==> src/sv/pbd_pkg.sv <==
package pbd_pkg;

  // Sensor sample width default
  localparam int SAMPLE_BITS_DEF = 12;

  // Threshold register
  localparam int             THR_W     = 12;
  localparam logic [THR_W-1:0] THR_RESET = 12'd2000;

  // Result field widths
  localparam int BAT_W      = 16;
  localparam int POS_W      = 3;
  localparam int DIFF_OUT_W = 13;
  localparam int KIND_W     = 2;
  localparam int OUT_FIELDS_W = 1 + 1 + BAT_W + 1 + POS_W + 2 * DIFF_OUT_W + 1 + 1;
  localparam int OUT_W      = ((OUT_FIELDS_W + 7) / 8) * 8;

  // Ball position codes
  localparam logic [POS_W-1:0] POS_SECOND     = 3'd0;
  localparam logic [POS_W-1:0] POS_FIRST_ONLY = 3'd5;

  // Message kinds carried on tuser
  localparam logic [KIND_W-1:0] MSG_SPEED = 2'd0;
  localparam logic [KIND_W-1:0] MSG_VOLT  = 2'd1;
  localparam logic [KIND_W-1:0] MSG_BALL  = 2'd2;

  // Battery average: q = (90*old + 50 + floor(363*1024*s / 2^SB)) / 100
  localparam int AVG_X_W         = 23;
  localparam int AVG_T_W         = 19;
  localparam int AVG_NEW_SHIFT   = 10;
  localparam int AVG_RECIP_W     = 26;
  localparam int AVG_RECIP_SHIFT = 32;
  localparam int AVG_Q_W         = AVG_X_W + AVG_RECIP_W - AVG_RECIP_SHIFT;
  localparam logic [AVG_X_W-1:0]     AVG_OLD_MUL = 23'd90;
  localparam logic [AVG_X_W-1:0]     AVG_ROUND   = 23'd50;
  localparam int                     AVG_NEW_MUL = 363;
  // ceil(2^32 / 100), exact for every sum below 2^30
  localparam logic [AVG_RECIP_W-1:0] AVG_RECIP   = 26'd42949673;

  // Emitter sequencing phase
  typedef enum logic [1:0] {
    PH_REF  = 2'd0,
    PH_LIT1 = 2'd1,
    PH_LIT2 = 2'd2
  } phase_t;

endpackage

==> src/sv/photo_ball_detect_sequencer.sv <==
// Photo ball detector sequencer. Every input beat is one tick and yields exactly one
// result beat. Ticks cycle through three phases: the first drives emitter B and stores
// the reference photo sample (speed slot), the second drives emitter A, stores the
// first lit sample and updates the battery average (voltage report), the third turns
// both emitters off, forms reference-minus-lit differences, and reports the ball code
// (ball report). LEDs follow the held differences on every tick. The block takes a
// beat every clock cycle unless the result side stalls it; a result beat passes through
// the input register, then the compute register, then the output register, with the
// battery divide by 100 done as a reciprocal multiply in the last stage.
// detect_threshold is written through cfg_wr_en/cfg_wdata; the user must write it only
// while the block is idle, as the block itself does not enforce this.
module photo_ball_detect_sequencer
  import pbd_pkg::*;
#(
  parameter int SAMPLE_BITS = SAMPLE_BITS_DEF
) (
  input  logic                                  clk,
  input  logic                                  rst_n,
  input  logic                                  cfg_wr_en,
  input  logic [THR_W-1:0]                      cfg_wdata,   // detect_threshold
  input  logic                                  in_tvalid,
  output logic                                  in_tready,
  // photo_sample, battery_sample, sensor_disable, zero pad
  input  logic [((2*SAMPLE_BITS+8)/8)*8-1:0]    in_tdata,
  output logic                                  out_tvalid,
  input  logic                                  out_tready,
  // emitter_a, emitter_b, battery_level, ball_present, ball_position,
  // diff_first, diff_second, led_first, led_second, zero pad
  output logic [OUT_W-1:0]                      out_tdata,
  output logic [KIND_W-1:0]                     out_tuser    // msg_kind
);

  localparam int SB     = SAMPLE_BITS;
  localparam int CMP_W  = (SB + 1 > DIFF_OUT_W) ? SB + 2 : DIFF_OUT_W + 1;
  localparam int PROD_W = SB + 9;
  localparam int WIDE_W = PROD_W + AVG_NEW_SHIFT;
  localparam int MUL_W  = AVG_X_W + AVG_RECIP_W;

  typedef struct packed {
    logic                  ea;
    logic                  eb;
    logic [KIND_W-1:0]     kind;
    logic                  present;
    logic [POS_W-1:0]      pos;
    logic [DIFF_OUT_W-1:0] diff0;
    logic [DIFF_OUT_W-1:0] diff1;
    logic                  led_first;
    logic                  led_second;
    logic                  upd;
    logic [AVG_X_W-1:0]    x;
  } mid_t;

  typedef struct packed {
    logic                  ea;
    logic                  eb;
    logic [KIND_W-1:0]     kind;
    logic [BAT_W-1:0]      bat;
    logic                  present;
    logic [POS_W-1:0]      pos;
    logic [DIFF_OUT_W-1:0] diff0;
    logic [DIFF_OUT_W-1:0] diff1;
    logic                  led_first;
    logic                  led_second;
  } res_t;

  // Configuration and tick state
  logic [THR_W-1:0]        thr_r;
  phase_t                  phase_r, phase_nxt;
  logic [SB-1:0]           ref_r, ref_nxt;
  logic [SB-1:0]           lit_r, lit_nxt;
  logic signed [CMP_W-1:0] diff_hold_r [2];
  logic signed [CMP_W-1:0] diff_hold_nxt [2];
  logic [BAT_W-1:0]        vavg_r, vavg_nxt;

  // Pipeline
  logic          a_v_r, b_v_r, out_v_r;
  logic [SB-1:0] a_photo_r, a_batt_r;
  logic          a_dis_r;
  mid_t          b_r, b_nxt;
  res_t          out_r, out_nxt;
  logic          rdy_out, rdy_b, a_adv, b_adv, in_acc, item_ok;

  // Combinational work signals
  logic signed [SB:0]        d_first, d_second;
  logic signed [CMP_W-1:0]   thr_s;
  logic                      below0, below1;
  logic [PROD_W-1:0]         batt_prod;
  logic [WIDE_W-1:0]         batt_wide;
  logic [AVG_T_W-1:0]        batt_t;
  logic [MUL_W-1:0]          avg_mul;
  logic [AVG_Q_W-1:0]        avg_q;

  // Flow control: each stage moves when the next one is free or moving
  assign rdy_out   = !out_v_r || out_tready;
  assign b_adv     = b_v_r && rdy_out;
  assign rdy_b     = !b_v_r || rdy_out;
  assign a_adv     = a_v_r && rdy_b;
  assign in_tready = !a_v_r || rdy_b;
  assign in_acc    = in_tvalid && in_tready;

  // Phase step: emitters, sample capture, differences and ball code
  always_comb begin
    phase_nxt        = phase_r;
    ref_nxt          = ref_r;
    lit_nxt          = lit_r;
    diff_hold_nxt[0] = diff_hold_r[0];
    diff_hold_nxt[1] = diff_hold_r[1];
    item_ok          = 1'b1;
    b_nxt            = '0;
    d_first          = $signed({1'b0, ref_r}) - $signed({1'b0, lit_r});
    d_second         = $signed({1'b0, ref_r}) - $signed({1'b0, a_photo_r});
    unique case (phase_r)
      PH_REF: begin
        b_nxt.eb   = 1'b1;
        b_nxt.kind = MSG_SPEED;
        ref_nxt    = a_photo_r;
        phase_nxt  = PH_LIT1;
      end
      PH_LIT1: begin
        b_nxt.ea   = 1'b1;
        b_nxt.kind = MSG_VOLT;
        b_nxt.upd  = 1'b1;
        lit_nxt    = a_photo_r;
        phase_nxt  = PH_LIT2;
      end
      PH_LIT2: begin
        b_nxt.kind = MSG_BALL;
        if (a_dis_r) begin
          diff_hold_nxt[0] = '0;
          diff_hold_nxt[1] = '0;
        end else begin
          diff_hold_nxt[0] = CMP_W'(d_first);
          diff_hold_nxt[1] = CMP_W'(d_second);
        end
        phase_nxt = PH_REF;
      end
      default: begin
        // unused phase code: return to start, emit nothing
        item_ok   = 1'b0;
        phase_nxt = PH_REF;
      end
    endcase

    // Compare held differences against the threshold (signed)
    thr_s  = $signed({{(CMP_W-THR_W){1'b0}}, thr_r});
    below0 = diff_hold_nxt[0] < thr_s;
    below1 = diff_hold_nxt[1] < thr_s;
    b_nxt.led_first  = below1;
    b_nxt.led_second = below0;
    b_nxt.diff0      = diff_hold_nxt[0][DIFF_OUT_W-1:0];
    b_nxt.diff1      = diff_hold_nxt[1][DIFF_OUT_W-1:0];
    if (phase_r == PH_LIT2) begin
      if (below1) begin
        b_nxt.present = 1'b1;
        b_nxt.pos     = POS_SECOND;
      end else if (below0) begin
        b_nxt.present = 1'b1;
        b_nxt.pos     = POS_FIRST_ONLY;
      end
    end

    // Battery sum ahead of the divide by 100
    batt_prod = PROD_W'(a_batt_r) * PROD_W'(AVG_NEW_MUL);
    batt_wide = {batt_prod, {AVG_NEW_SHIFT{1'b0}}};
    batt_t    = batt_wide[SB +: AVG_T_W];
    b_nxt.x   = AVG_X_W'(vavg_r) * AVG_OLD_MUL + AVG_X_W'(batt_t) + AVG_ROUND;
  end

  // Divide by 100 through the reciprocal, saturate, assemble the result
  always_comb begin
    avg_mul = MUL_W'(b_r.x) * MUL_W'(AVG_RECIP);
    avg_q   = avg_mul[MUL_W-1:AVG_RECIP_SHIFT];
    vavg_nxt = vavg_r;
    if (b_r.upd) begin
      if (avg_q > AVG_Q_W'({BAT_W{1'b1}})) begin
        vavg_nxt = {BAT_W{1'b1}};
      end else begin
        vavg_nxt = avg_q[BAT_W-1:0];
      end
    end
    out_nxt.ea         = b_r.ea;
    out_nxt.eb         = b_r.eb;
    out_nxt.kind       = b_r.kind;
    out_nxt.bat        = vavg_nxt;
    out_nxt.present    = b_r.present;
    out_nxt.pos        = b_r.pos;
    out_nxt.diff0      = b_r.diff0;
    out_nxt.diff1      = b_r.diff1;
    out_nxt.led_first  = b_r.led_first;
    out_nxt.led_second = b_r.led_second;
  end

  // Control state and valids
  always_ff @(posedge clk) begin
    if (!rst_n) begin
      thr_r          <= THR_RESET;
      phase_r        <= PH_REF;
      ref_r          <= '0;
      lit_r          <= '0;
      diff_hold_r[0] <= '0;
      diff_hold_r[1] <= '0;
      vavg_r         <= '0;
      a_v_r          <= 1'b0;
      b_v_r          <= 1'b0;
      out_v_r        <= 1'b0;
    end else begin
      if (cfg_wr_en) begin
        thr_r <= cfg_wdata;
      end
      if (a_adv) begin
        phase_r        <= phase_nxt;
        ref_r          <= ref_nxt;
        lit_r          <= lit_nxt;
        diff_hold_r[0] <= diff_hold_nxt[0];
        diff_hold_r[1] <= diff_hold_nxt[1];
      end
      if (b_adv) begin
        vavg_r <= vavg_nxt;
      end
      if (in_acc) begin
        a_v_r <= 1'b1;
      end else if (a_adv) begin
        a_v_r <= 1'b0;
      end
      if (a_adv) begin
        b_v_r <= item_ok;
      end else if (b_adv) begin
        b_v_r <= 1'b0;
      end
      if (b_adv) begin
        out_v_r <= 1'b1;
      end else if (out_tready) begin
        out_v_r <= 1'b0;
      end
    end
  end

  // Payload registers
  always_ff @(posedge clk) begin
    if (in_acc) begin
      a_photo_r <= in_tdata[SB-1:0];
      a_batt_r  <= in_tdata[2*SB-1:SB];
      a_dis_r   <= in_tdata[2*SB];
    end
    if (a_adv) begin
      b_r <= b_nxt;
    end
    if (b_adv) begin
      out_r <= out_nxt;
    end
  end

  // Drive the result channel
  assign out_tvalid = out_v_r;
  assign out_tuser  = out_r.kind;
  assign out_tdata  = {{(OUT_W-OUT_FIELDS_W){1'b0}},
                       out_r.led_second, out_r.led_first,
                       out_r.diff1, out_r.diff0,
                       out_r.pos, out_r.present,
                       out_r.bat, out_r.eb, out_r.ea};

  // Emitter A is driven exactly on voltage report ticks
  a_emit_kind: assert property (@(posedge clk) disable iff (!rst_n)
    out_v_r |-> (out_r.ea == (out_r.kind == MSG_VOLT)))
    else $error("emitter A level does not match message kind");

  // Ball code only appears in ball reports
  a_ball_kind: assert property (@(posedge clk) disable iff (!rst_n)
    out_v_r && (out_r.kind != MSG_BALL) |-> !out_r.present && (out_r.pos == POS_SECOND))
    else $error("ball code outside ball report");

  // A present ball sits at one of the two positions
  a_ball_pos: assert property (@(posedge clk) disable iff (!rst_n)
    out_v_r && out_r.present |-> (out_r.pos == POS_SECOND) || (out_r.pos == POS_FIRST_ONLY))
    else $error("ball position code out of range");

  // Battery average moves only when a voltage report leaves the compute stage
  a_vavg_hold: assert property (@(posedge clk) disable iff (!rst_n)
    !(b_adv && b_r.upd) |=> $stable(vavg_r))
    else $error("battery average changed outside a voltage update");

endmodule

==> config.mk <==
export PLATFORM = sky130hd
export DESIGN_NAME = photo_ball_detect_sequencer
export DESIGN_NICKNAME = d
export VERILOG_FILES = /design/src/sv/pbd_pkg.sv /design/src/sv/photo_ball_detect_sequencer.sv
export SDC_FILE = /design/constraint.sdc
export NUM_CORES = 1
export LEC_CHECK = 0
export ABC_AREA = 1
export BUFFER_PORTS_ARGS = -buffer_cell sky130_fd_sc_hd__buf_2
export CAP_MARGIN = 20
export CORE_ASPECT_RATIO = 1.2
export CORE_MARGIN = 1.5
export CORE_UTILIZATION = 45
export DETAILED_ROUTE_END_ITERATION = 8
export MAX_ROUTING_LAYER = met4
export PLACE_DENSITY = 0.69
export SYNTH_ARGS = -nofsm -noshare
export SYNTH_HDL_FRONTEND = slang
export SYNTH_SLANG_ARGS = --single-unit
export TNS_END_PERCENT = 100
==> constraint.sdc <==
create_clock -name clk -period 9.8 [get_ports clk]
set_input_delay 0.98 -clock clk [delete_from_list [all_inputs] [get_ports clk]]
set_output_delay 0.98 -clock clk [all_outputs]
set_load 0.01 [all_outputs]
; ---- Word level (Yosys, flattened, before mapping)
; Memories as Yosys holds them, arrays and structs flattened.
; Index checks and enable logic that the tools add are counted.
[totals]
mem_bits_rw = 28
output_inout_bits = 60
wordCells = 87
memories = 1
reg_bits = 193
input_bits = 49
[memory_table]
columns = memory, words, word_bits, read_ports, rd_clocked_by_memory_dff, wr, line
row1 = diff_hold_r, 2, 14, 2, 0, 2, photo_ball_detect_sequencer.sv:71  ; logic signed [CMP_W-1:0] diff_hold_r [2];
[classes]
bitwise = 3
n_eq_ne = 2
n_reduce_logical = 17
mul = 3
order_cmp = 3
muxes = 23
addsub = 4
[ops]
columns = cell, n
row1 = two-way mux 28 bit, 2
row2 = "multiplier 23 x 26 -> 49 bit, second input constant", 1
row3 = two-way mux 16 bit, 2
row4 = less-than comparator 14 x 13 -> 1 bit, 2
row5 = two-way mux 14 bit, 2
row6 = subtractor 12 x 12 -> 13 bit, 2
row7 = adder 23 x 19 -> 23 bit, 1
row8 = "adder 23 x 6 -> 23 bit, second input constant", 1
row9 = "multiplier 16 x 6 -> 22 bit, second input constant", 1
row10 = "multiplier 12 x 9 -> 21 bit, second input constant", 1
row11 = "greater-than comparator 17 x 16 -> 1 bit, second input constant", 1
row12 = two-way mux 1 bit, 13
row13 = two-way mux 4 bit, 2
row14 = case mux 2 bit (2 select lines), 2
row15 = nonzero test 2 bit, 3
row16 = AND reduction 2 bit, 2
row17 = logical AND 1 bit, 3
row18 = logical NOT 1 bit, 3
row19 = logical OR 1 bit, 3
row20 = OR reduction 3 bit, 1
row21 = "== test 2 x 1 -> 1 bit, second input constant", 1
row22 = "== test 2 bit, second input constant", 1
row23 = logical NOT 2 bit, 1
row24 = bitwise OR 1 bit, 2
row25 = 2 further kinds, 2

; ---- Longest topological paths before layout
; Gate-level depths: netlist of run 1.
[depth]
word_depth = 8
ltp_mapped = 31
mapped_depth_nobuf = 31

; ---- Least setup slack after synthesis of run 1
; OpenSTA, ideal clock, no wires.
[synth_timing]
kind = register to register
start = register b_r[6] (netlist bit)
end = register out_r (netlist bit out_tdata[7]), data pin
required_time_ps = 9550
t_arrival_ps = 5921
path_stages_with_launch = 29
path_slack_ps = 3628
setup_time_ps = 250
cell_sequence = edfxtp_1 > inv_1 > fa_1 > inv_1 > fa_1 > inv_1 > fa_1 > inv_1 > fa_1 > fa_1 > fa_1 > inv_1 > fa_1 > inv_1 > ha_1 > nand2_1 > nor2_1 > inv_1 > nor2_1 > nand2_1 > nor2_1 > nand2_1 > nand4_1 > nand2_2 > nor2_4 > buf_6 > nand2_1 > nand2_2 > inv_1
[synth_between]
elab_chain_len = 4
[synth_lines]
columns = element, line
row1 = "start, declared", photo_ball_detect_sequencer.sv:79  ; mid_t b_r, b_nxt;
row2 = "start signal, assigned", photo_ball_detect_sequencer.sv:246  ; b_r <= b_nxt;
row3 = multiplier 23 x 26 -> 49 bit (*), photo_ball_detect_sequencer.sv:171  ; avg_mul = MUL_W'(b_r.x) * MUL_W'(AVG_RECIP);
row4 = greater-than comparator 17 x 16 -> 1 bit, photo_ball_detect_sequencer.sv:175  ; if (avg_q > AVG_Q_W'({BAT_W{1'b1}})) begin
row5 = two-way mux 16 bit (*), photo_ball_detect_sequencer.sv:175
row6 = two-way mux 16 bit (*), photo_ball_detect_sequencer.sv:174  ; if (b_r.upd) begin
row7 = via vavg_nxt[5], photo_ball_detect_sequencer.sv:73  ; logic [BAT_W-1:0] vavg_r, vavg_nxt;
row8 = "end signal, assigned", photo_ball_detect_sequencer.sv:249  ; out_r <= out_nxt;
row9 = "end, declared", photo_ball_detect_sequencer.sv:80  ; res_t out_r, out_nxt;
; The timed path passes the listed nets; every way through them passes the cells marked *.
; A chain may end at the register's enable or synchronous reset.

; ---- Worst setup path in the final report of run 1
[layout_timing]
start = register b_r[6] (netlist bit)
end = register out_r (netlist bit out_tdata[17]), data pin
; Same word-level chain as after synthesis.

==> summary.txt, run 1 <==
Worst Path Class, Setup - reg -> reg
Setup TNS - 0 ns
n_diodes - 0
Post-Synthesis Cell Area - 24900 um^2
slowest CP cell - edfxtp_1
worst-path maximum fanout - 14
via count - 18300
total track usage - 21.9%
Die Y - 261 um
Clock Skews - 0.0176 ns
status - finished, final reports clean
Crit path largest cell delay - 0.73 ns
Die ar. - 56800 um^2
aggregate global routing overflow - 0
Primary FF master, synth - edfxtp_1
total core area - 54800 um^2
TritonRoute pass-1 iters - 5
RSZ-0062 raised after global routing - false
top cells by count, synth - inv_1 (682), nand2_1 (506), ha_1 (423)
Clock Sinks - 215
max_cap viols - 0
worst skew pair latency - 0.53 ns
Syn Inst Count - 2841
worst hold path type - reg -> reg
cts repair resizes - 0
WP buf/inv - 8
DR iter-0 viols - 904
clock slew at reported path FFs - 0.07 ns
gpl congestion - 0.971
H-tree depth - 1
first-pass GRT wire length - 95100 um
post-synth cell types - 51
Final Hold Vio Count - 0
Critical R2R Capture - out_tdata[17]$_DFFE_PP_
crit start category - register
YS warnings - 0
fmax - 0.138 GHz
Critical Path AT - 7.52 ns
max-slew violation count - 0
most frequent cell after synthesis - inv_1
setup repair bufs after CTS - 0
asr flop ratio synth - 0%
Worst path depth - 27
Tightest Pin Transition - 0.890 ns
WL/cell - 15.9 um
DR vias/cell - 4.98
CTS buffer count - 20
Worst Setup SP - b_r[6]$_DFFE_PP_
TritonCTS clock tree - built
number of fill cells - 5281
area added between synthesis and finish - 7.68%
die width - 218 um
initial antenna violation count - 0
row count - 94
most used cell, CP - inv_1
Required @ worst endpoint - 10.07 ns
Nets - 3669
ANT nets after route - 0
Clock Tree Root - clkbuf_16
capture point of the worst path - out_tdata[17]$_DFFE_PP_
Longest Clk Path Bufs - 3
syn avg cell area - 8.77 um^2
CTS Hold Bufs - 0
fin crit share - 74.0%
dominant cells by area after synthesis - ha_1 (21%), fa_1 (21%), edfxtp_1 (19%)
min Tclk post-route - 7.25 ns
Crit path max-delay family - adder cells
reg2reg start - b_r[6]$_DFFE_PP_
I/O pin count - 109
vias in the first global route - 18600
Reg2Reg Depth - 27
sequential cell area - 5890 um^2
Starting Density - 45.5%
Worst R2R Setup Slack - 2.55 ns
layout cell share with drive strength beyond 1 - 5.69%
area occupied by multi-input gates - 16300 um^2
sequential area share after synthesis - 23.6%
post-DP HPWL - 50000 um
largest net degree at the start of global routing - 70
#FFs+latches synth - 215
port bufs - 94
EDFF count, synth - 158
drt drc - 0
Synth top area share - 21.2%
final setup violation count - 0
Synth area leader - ha_1
crit path capture type - register
Rel. slew slack - 40.3%
Routed WL - 58500 um
==> cells in the final DEF, fill, tap and decap left out, types with 8 or more instances in the layout <==
cell type | synthesis | layout
inv_1 | 682 | 680
nand2_1 | 506 | 506
ha_1 | 423 | 423
fa_1 | 261 | 261
a21oi_1 | 198 | 198
edfxtp_1 | 158 | 158
nor2_1 | 142 | 142
o21ai_0 | 95 | 95
buf_2 | 0 | 94
nand3_1 | 76 | 76
dfxtp_1 | 57 | 57
xor2_1 | 34 | 34
nand4_1 | 23 | 23
nor3_1 | 22 | 22
xnor2_1 | 20 | 20
clkbuf_16 | 0 | 20
o21bai_1 | 13 | 13
or2_2 | 12 | 12
o21a_1 | 8 | 8
==> cell families after synthesis <==
kind of cell | synth area share (%)
fa+ha+maj | 42.2
compound gates | 7.76
flops | 23.6
xor+xnor | 1.90
other cells | 0.0150
simple gates | 13.5
buf+inv | 11.0
==> registers in the layout, indices dropped and copies added (netlist names), 12 cells and up <==
register     count
vavg_r          16
b_r             56
out_tdata       47
a_photo_r       12
a_batt_r        12
diff_hold_r     28
thr_r           12
ref_r           12
lit_r           12
==> per-layer routing <==
layer | wire length, um | GRT usage [%] | part of all wire (%) | up-vias
met4 | 2430 | 8.54 | 4.2 | 0
met2 | 28700 | 37.8 | 49 | 371
met1 | 25100 | 26.8 | 43 | 8619
li1 | - | - | - | 9182
met3 | 2230 | 1.64 | 3.8 | 121
met5 | 0 | - | 0 | -
==> through the flow <==
step           instance area, um^2  hold WS [ns]  setup WS (ns)  instances  utilization, %
6_report                     26800         0.417           2.55       3670            49.0
5_1_grt                      26800         0.422           2.12       3670            49.0
4_1_cts                      26800         0.420           2.55       3669            48.9
3_5_place_dp                 26200         0.405           2.58       3633            47.8
3_3_place_gp                 26200         0.402           2.70       3633            47.8
2_1_floorplan                24900         0.400           3.63       2847               -
==> layout make-up <==
class / instances / area share [%]
Multi-Input combinational cell: 1913 / 60.8
Sequential cell: 215 / 21.9
Timing Repair Buffer: 98 / 1.89
Inverter: 688 / 9.63
Tap cell: 720 / 3.36
Clock buffer: 23 / 1.94
Clock inverter: 13 / 0.434
==> how the worst min path moves through the flow <==
| stage | from | endpoint | slack (ns) | cells after the start |
|---|---|---|---|---|
| after floorplan | b_r[55]$_SDFFCE_PN0P_ | out_tdata[18]$_DFFE_PP_ | 0.40 | 0 |
| after global placement | b_r[36]$_DFFE_PP_ | out_tdata[45]$_DFFE_PP_ | 0.40 | 0 |
| after detailed placement | b_r[26]$_DFFE_PP_ | out_tdata[35]$_DFFE_PP_ | 0.40 | 0 |
| after CTS | b_r[30]$_DFFE_PP_ | out_tdata[39]$_DFFE_PP_ | 0.42 | 0 |
| after global routing | b_r[38]$_DFFE_PP_ | out_tdata[47]$_DFFE_PP_ | 0.42 | 0 |
| final | b_r[38]$_DFFE_PP_ | out_tdata[47]$_DFFE_PP_ | 0.42 | 0 |
Power of run 1 is left out: the tool's default activity adds up to more than one toggle a clock period on the data nets, which glitch-free logic cannot reach.
==> run 2: changes to the inputs <==
==> constraint.sdc (replaced) <==
create_clock -name clk -period 7.5 [get_ports clk]
set_input_delay 0.75 -clock clk [delete_from_list [all_inputs] [get_ports clk]]
set_output_delay 0.75 -clock clk [all_outputs]
set_load 0.01 [all_outputs]
==> run 2 against run 1 <==
- flip-flop and latch count is the same
- setup slack lost 2.0 ns
- critical path depth shrank 1
- global-route usage grew 0.093 points
- final area grew 0.73%
- sequential share of layout area shrank 0.16 points
- via count shrank 0.39%
- hold slack lost 0.028 ns
- non-clock buffer count grew 11
- core utilization grew 0.36 points
- critical path type unchanged
- critical endpoint is now out_tdata[16]$_DFFE_PP_
- largest cell class unchanged
==> summary.txt, run 2 (synthesis results as in run 1) <==
CTS buffer count - 21 (was 20)
layer with the highest usage - met2 (unchanged)
Starting Density - 45.5% (unchanged)
sequential cell area - 5890 um^2 (unchanged)
Critical Path AT - 7.19 ns (was 7.52 ns)
crit start category - register (unchanged)
Clock Skews - 0.0194 ns (was 0.0176 ns)
Die Y - 261 um (unchanged)
Nets - 3681 (was 3669)
Clock Sinks - 215 (unchanged)
CTS Hold Bufs - 0 (unchanged)
fin crit share - 92.2% (was 74.0%)
worst hold path type - in -> reg (was reg -> reg)
number of fill cells - 5285 (was 5281)
max_cap viols - 0 (unchanged)
TritonRoute pass-1 iters - 5 (unchanged)
I/O pin count - 109 (unchanged)
max reg flops - 56 (unchanged)
Rel. slew slack - 39.1% (was 40.3%)
total core area - 54800 um^2 (unchanged)
port bufs - 94 (unchanged)
min Tclk post-route - 6.91 ns (was 7.25 ns)
clock slew at reported path FFs - 0.08 ns (was 0.07 ns)
met1 Use GR - 27.1% (was 26.8%)
Clock Tree Root - clkbuf_16 (unchanged)
M3 GR Usage - 1.66% (was 1.64%)
met2 Usage GRT - 37.7% (was 37.8%)
DR vias/cell - 4.95 (was 4.98)
setup repair bufs after CTS - 0 (unchanged)
worst skew pair latency - 0.53 ns (about the same)
Longest Clk Path Bufs - 3 (unchanged)
max-slew violation count - 0 (unchanged)
die width - 218 um (unchanged)
aggregate global routing overflow - 0 (unchanged)
gpl congestion - 0.968 (was 0.971)
WL/cell - 16.0 um (was 15.9 um)
RSZ-0062 raised after global routing - false (unchanged)
drt drc - 0 (unchanged)
largest net degree at the start of global routing - 79 (was 70)
DR iter-0 viols - 885 (was 904)
status - finished, final reports clean (unchanged)
Top reg by flops - b_r (unchanged)
n_diodes - 0 (unchanged)
final setup violation count - 0 (unchanged)
row count - 94 (unchanged)
via count - 18200 (was 18300)
area added between synthesis and finish - 8.47% (was 7.68%)
first-pass GRT wire length - 95200 um (was 95100 um)
layout cell share with drive strength beyond 1 - 6.11% (was 5.69%)
Required @ worst endpoint - 7.78 ns (was 10.07 ns)
Routed WL - 59000 um (was 58500 um)
vias in the first global route - 18700 (was 18600)
Setup TNS - 0 ns (unchanged)
fmax - 0.145 GHz (was 0.138 GHz)
commonest non-fill, non-tap cell in the layout - inv_1 (unchanged)
H-tree depth - 1 (unchanged)
Worst Path Class, Setup - reg -> reg (unchanged)
crit path capture type - register (unchanged)
cts repair resizes - 0 (unchanged)
initial antenna violation count - 0 (unchanged)
worst-path maximum fanout - 14 (unchanged)
ANT nets after route - 0 (unchanged)
most frequent cells in the layout - inv_1 (680), nand2_1 (506), ha_1 (423), fa_1 (261), a21oi_1 (198) (unchanged)
TritonCTS clock tree - built (unchanged)
Die ar. - 56800 um^2 (unchanged)
area occupied by multi-input gates - 16300 um^2 (unchanged)
Tightest Pin Transition - 0.908 ns (was 0.890 ns)
total track usage - 22.0% (was 21.9%)
post-DP HPWL - 50900 um (was 50000 um)
Final Hold Vio Count - 0 (unchanged)
[run 2: cell types whose count changed in the layout (fill, tap and decap cells not counted)]
cell	change
clkinv_4	+2
clkinvlp_4	+1
bufinv_16	+3
inv_4	-1
clkinv_2	-4
buf_4	+11
clkbuf_16	+1
[run 2: area by class of cell]
type	count	area share [%]
Multi-Input combinational cell	1913	60.4
Timing Repair Buffer	109	2.18
Inverter	688	9.56
Sequential cell	215	21.8
Clock inverter	14	0.759
Clock buffer	24	2.02
Tap cell	720	3.33
[run 2: path summary, 6_finish.rpt]
kind,to,cells past startpoint,start,slack (ns)
hold reg to reg,out_tdata[38]$_DFFE_PP_,0,b_r[29]$_DFFE_PP_,0.42
setup reg to reg,out_tdata[16]$_DFFE_PP_,26,b_r[5]$_DFFE_PP_,0.59
setup / recovery,out_tdata[16]$_DFFE_PP_,26,b_r[5]$_DFFE_PP_,0.59
hold / removal,a_batt_r[10]$_DFFE_PP_,1,in_tdata[22],0.39
[run 2: metal layers]
layer / routed length [um] / part of all wire, %
met2: 28900 / 49
met5: 0 / 0
met3: 2090 / 3.5
met1: 25400 / 43
met4: 2580 / 4.4
[run 2: worst max-delay path, cell delays in order (launching register included)]
cell      delay, ns
edfxtp_1       0.60
fa_1           0.60
inv_1          0.08
fa_1           0.50
inv_1          0.05
fa_1           0.52
inv_1          0.05
fa_1           0.52
fa_1           0.45
fa_1           0.58
inv_1          0.07
fa_1           0.55
inv_1          0.07
ha_1           0.31
nand2_1        0.08
nor2_1         0.27
inv_1          0.10
nor2_1         0.21
nand2_1        0.09
nor2_1         0.08
nand2_1        0.10
nand4_1        0.12
nand2_2        0.07
nor2_4         0.31
nand2_1        0.11
nand2_1        0.12
inv_1          0.04
[run 2: stage by stage]
stage / instances / utilization (%) / worst slack [ns] / area (um^2) / hold slack, ns
global placement: 3644 / 47.9 / 0.646 / 26300 / 0.401
detailed placement: 3644 / 47.9 / 0.652 / 26300 / 0.405
finish: 3683 / 49.3 / 0.589 / 27000 / 0.389
global route: 3683 / 49.3 / 0.175 / 27000 / 0.384
CTS: 3682 / 49.3 / 0.596 / 27000 / 0.371
floorplan: 2847 / - / 1.33 / 24900 / 0.400
Power of run 2 is left out for the same reason.
